`config.mk`:
```
export PLATFORM = sky130hd
export DESIGN_NAME = idcb_div_cell
export DESIGN_NICKNAME = d
export VERILOG_FILES = /design/src/idcb_div_cell.sv
export SDC_FILE = /design/constraint.sdc
export NUM_CORES = 1
export LEC_CHECK = 0
export BUFFER_PORTS_ARGS = -buffer_cell sky130_fd_sc_hd__clkbuf_2
export CAP_MARGIN = 25
export CORE_ASPECT_RATIO = 0.8
export CORE_UTILIZATION = 48
export CTS_BUF_LIST = sky130_fd_sc_hd__clkbuf_4 sky130_fd_sc_hd__clkbuf_8 sky130_fd_sc_hd__clkbuf_16
export DETAILED_ROUTE_END_ITERATION = 6
export PLACE_DENSITY_LB_ADDON = 0.1
export SKIP_LAST_GASP = 1
export SYNTH_ARGS = -nofsm -noshare
export SYNTH_HDL_FRONTEND = slang
export SYNTH_SLANG_ARGS = --single-unit
```
`constraint.sdc`:
```
create_clock -name clk_i -period 4.4 [get_ports clk_i]
set_input_delay 0.88 -clock clk_i [delete_from_list [all_inputs] [get_ports clk_i]]
set_output_delay 0.88 -clock clk_i [all_outputs]
set_load 0.05 [all_outputs]
```
`src/idcb_div_cell.sv`:
```
// ----------------------------------------------------------------------------
// idcb_div_cell
// One restoring-division step: brings down one dividend bit, one quotient bit.
// ----------------------------------------------------------------------------
module idcb_div_cell #(
  parameter int unsigned DenW = 38,
  parameter int unsigned QuoW = 41
) (
  input  logic            clk_i,
  input  logic            en_i,
  input  logic [DenW-1:0] rem_i,
  input  logic [DenW-1:0] den_i,
  input  logic [QuoW-1:0] quo_i,
  input  logic [QuoW-1:0] num_i,
  output logic [DenW-1:0] rem_o,
  output logic [DenW-1:0] den_o,
  output logic [QuoW-1:0] quo_o,
  output logic [QuoW-1:0] num_o
);

  logic [DenW:0]   t;
  logic            ge;
  logic [DenW-1:0] rem_q, den_q;
  logic [QuoW-1:0] quo_q, num_q;

  assign t  = {rem_i, num_i[QuoW-1]};
  assign ge = (t >= {1'b0, den_i});

  always_ff @(posedge clk_i) begin
    if (en_i) begin
      rem_q <= ge ? DenW'(t - {1'b0, den_i}) : DenW'(t);
      den_q <= den_i;
      quo_q <= {quo_i[QuoW-2:0], ge};
      num_q <= num_i << 1;
    end
  end

  assign rem_o = rem_q;
  assign den_o = den_q;
  assign quo_o = quo_q;
  assign num_o = num_q;

endmodule

```
==> flow_summary.ini <==
[global_routing]
grt_busiest_layer = met2
gr-usage-met1_pct = 29.5
antenna_found_initial = 0
track_usage_pct = 23.1
grt_use_met3_pct = 5.35
use_met2_pct = 38.1
grt_pass1_wl_um = 28500
grt_max_degree = 86
grt_pass1_vias = 5562
grt_overflow_total = 0

[clock_network]
path_clk_slew_ns = 0.06
postCtsHoldBufs = 0
clock_sinks = 157
cts_setup_buffers = 0
tritoncts = built
cts_resized = 0
cts.path.max_buffers = 2
cts_buffers = 17
cts.root.buffer_cell = clkbuf_16
htreeDepth = 4

[logic_synthesis]
synth_area_leader_cell = edfxtp_1
ys.flop_type = edfxtp_1
yosysSeqAreaShare_pct = 62.5
yosysTopAreaCellShare_pct = 62.5
syn_inst = 587
synth_warnings = 0
synth.distinct_cells = 60
async_flop_share_pct = 0
synth_enable_flop_cells = 157
synth.ff_latch_count = 157
syn_nets = 786
ys_top_cells_by_area = edfxtp_1, ha_1, a21oi_1, inv_1, xnor2_1
syn_avg_cell_area_um2 = 12.8
syn_area_mm2 = 0.00754

[setup_path]
crit_chain = clkbuf_2 > inv_1 > ha_1 > nand4_1 > or4_1 > or4_1 > nand3_2 > o21bai_2 > nand2_2 > inv_2 > buf_4 > a21oi_2
crit_start = den_i[24]
crit_top_cell = or4_1
path_class = in2reg
end_kind = flip-flop
max_stage_delay_ns = 0.53
required_ns = 4.56
crit_path_max_fanout = 18
critPathLaunchType = primary input
slowest_stage = or4_1
crit_arrival_ns = 3.86

[timing]
tightest_slew_ns = 0.801
setup_viol = 0
slew_viol_final = 0
worst_hold_slack_ns = 0.634
clock.fmax_mhz = 270
grt_setup_unrepaired = no
fin_crit_sh_pct = 84.3
tns_ns = 0
hold_viol = 0
final.min_clock_period_ns = 3.71
slew_headroom_pct = 46.6

[hold_path]
hold_class = in2reg
hold_depth = 1
hold_start = quo_i[23]
holdPathEnd = quo_o[24]$_DFFE_PP_

[pwr]
p_int_mw = 3.02
peakVddDrop_v = 0.000298
p_leak_nw = 4.45
pwr-share-comb_pct = 26.9
power_switching_share_pct = 34.4
clockPowerShare_pct = 32.6
seqPwrFrac_pct = 40.6
power_switching_mw = 1.58
power.density_mw_per_mm2 = 465
total_power_mw = 4.61

[cells_and_area]
final_cell_mix = clkbuf_2, edfxtp_1, inv_1
layout-drive-gt1-share_pct = 44.0
num_antenna_cells = 0
area_growth_syn_to_layout_pct = 31.5
final_common_cell = clkbuf_2
finalNetCount = 1111
fin_util_pct = 65.4

[routing]
avgRoutedWirePerCell_um = 16.6
viasPerCell = 5.10
vias = 5784
wl_um = 18800
antenna_left = 0
drt_iter0_markers = 323
drc = 0
firstDrtPassIters = 5

[die]
rows = 40
core_area_mm2 = 0.0152
start_util_pct = 49.7
dieArea_mm2 = 0.0162
ioPinCount = 318
die_y_um = 114
die_x_um = 142

[placement]
port_buffers = 315
dp_hpwl_um = 14600
gp_congestion = 0.870

[run]
maxCapViolations = 0

[run_status]
outcome = completed
==> cell usage after synthesis (9+ instances only) <==
library cell and n:
a21oi_1 42, nand2_1 44, a21oi_2 18, inv_1 52
xnor2_1 20, o21ai_0 21, edfxtp_1 157, nor2_1 16
nor2_2 18, a21o_1 11, xor2_1 9, ha_1 38
o21ai_1 10, nand4_1 11
==> flip-flops by register name, indices dropped and copies added (netlist names) <==
signal / count
num_o: 40
rem_o: 38
quo_o: 41
den_o: 38
==> power by group through the flow <==
stage                     Clock, mW  Combinational (mW)  Sequential [mW]
after floorplan                   0               0.385             2.43
after global placement            0                1.22             1.90
after detailed placement          0                1.24             1.90
after CTS                      1.54                1.24             1.87
after global routing           1.59                1.31             1.88
final                          1.50                1.24             1.87
==> per-layer routing <==
metal	wire, um	vias up
met2	9210	248
met4	299	0
met5	0	-
met3	1230	29
li1	-	2813
met1	8050	2694
==> critical path: cells and delay by family <==
kind                     cells  cell delay, ns
AND/OR/NAND/NOR              5            1.60
buffers and inverters        4            0.75
adder cells (fa/ha/maj)      1            0.40
AO/OA/AOI/OAI                2            0.24
==> logic make-up (layout without fill, tap and decap cells) <==
family                   count (synthesis)  count (layout)  synth area share [%]
adder cells (fa/ha/maj)                 39              39                  6.57
multiplexers                             1               1                 0.133
XOR/XNOR                                29              29                  3.37
AND/OR/NAND/NOR                        140             140                  9.86
buffers and inverters                   71             409                  4.53
other                                    1               1                0.0497
AO/OA/AOI/OAI                          149             149                  13.0
flip-flops                             157             157                  62.5
==> through the flow <==
stage          worst slack, ns  instance area (um^2)  instances
3_3_place_gp             0.354                  9310       1103
5_1_grt                  0.555                  9920       1135
4_1_cts                  0.737                  9920       1135
6_report                 0.691                  9920       1135
2_1_floorplan            0.986                  7540        587
3_5_place_dp             0.335                  9310       1103
==> how the worst max path moves through the flow <==
stage               slack [ns]             endpoint
finish                    0.69  rem_o[25]$_DFFE_PP_
global route              0.56  rem_o[22]$_DFFE_PP_
CTS                       0.74  rem_o[25]$_DFFE_PP_
detailed placement        0.33  rem_o[25]$_DFFE_PP_
global placement          0.35  rem_o[34]$_DFFE_PP_
floorplan                 0.99  rem_o[30]$_DFFE_PP_
==> layout make-up <==
class | count | area, um^2
Clock buffer | 18 | 433
Timing Repair Buffer | 324 | 1650
Multi-Input combinational cell | 359 | 2480
Fill cell | 1179 | 5250
Inverter | 53 | 199
Tap cell | 210 | 263
Clock inverter | 14 | 175
Sequential cell | 157 | 4710
No activity file was read; power rests on OpenSTA's default activity.
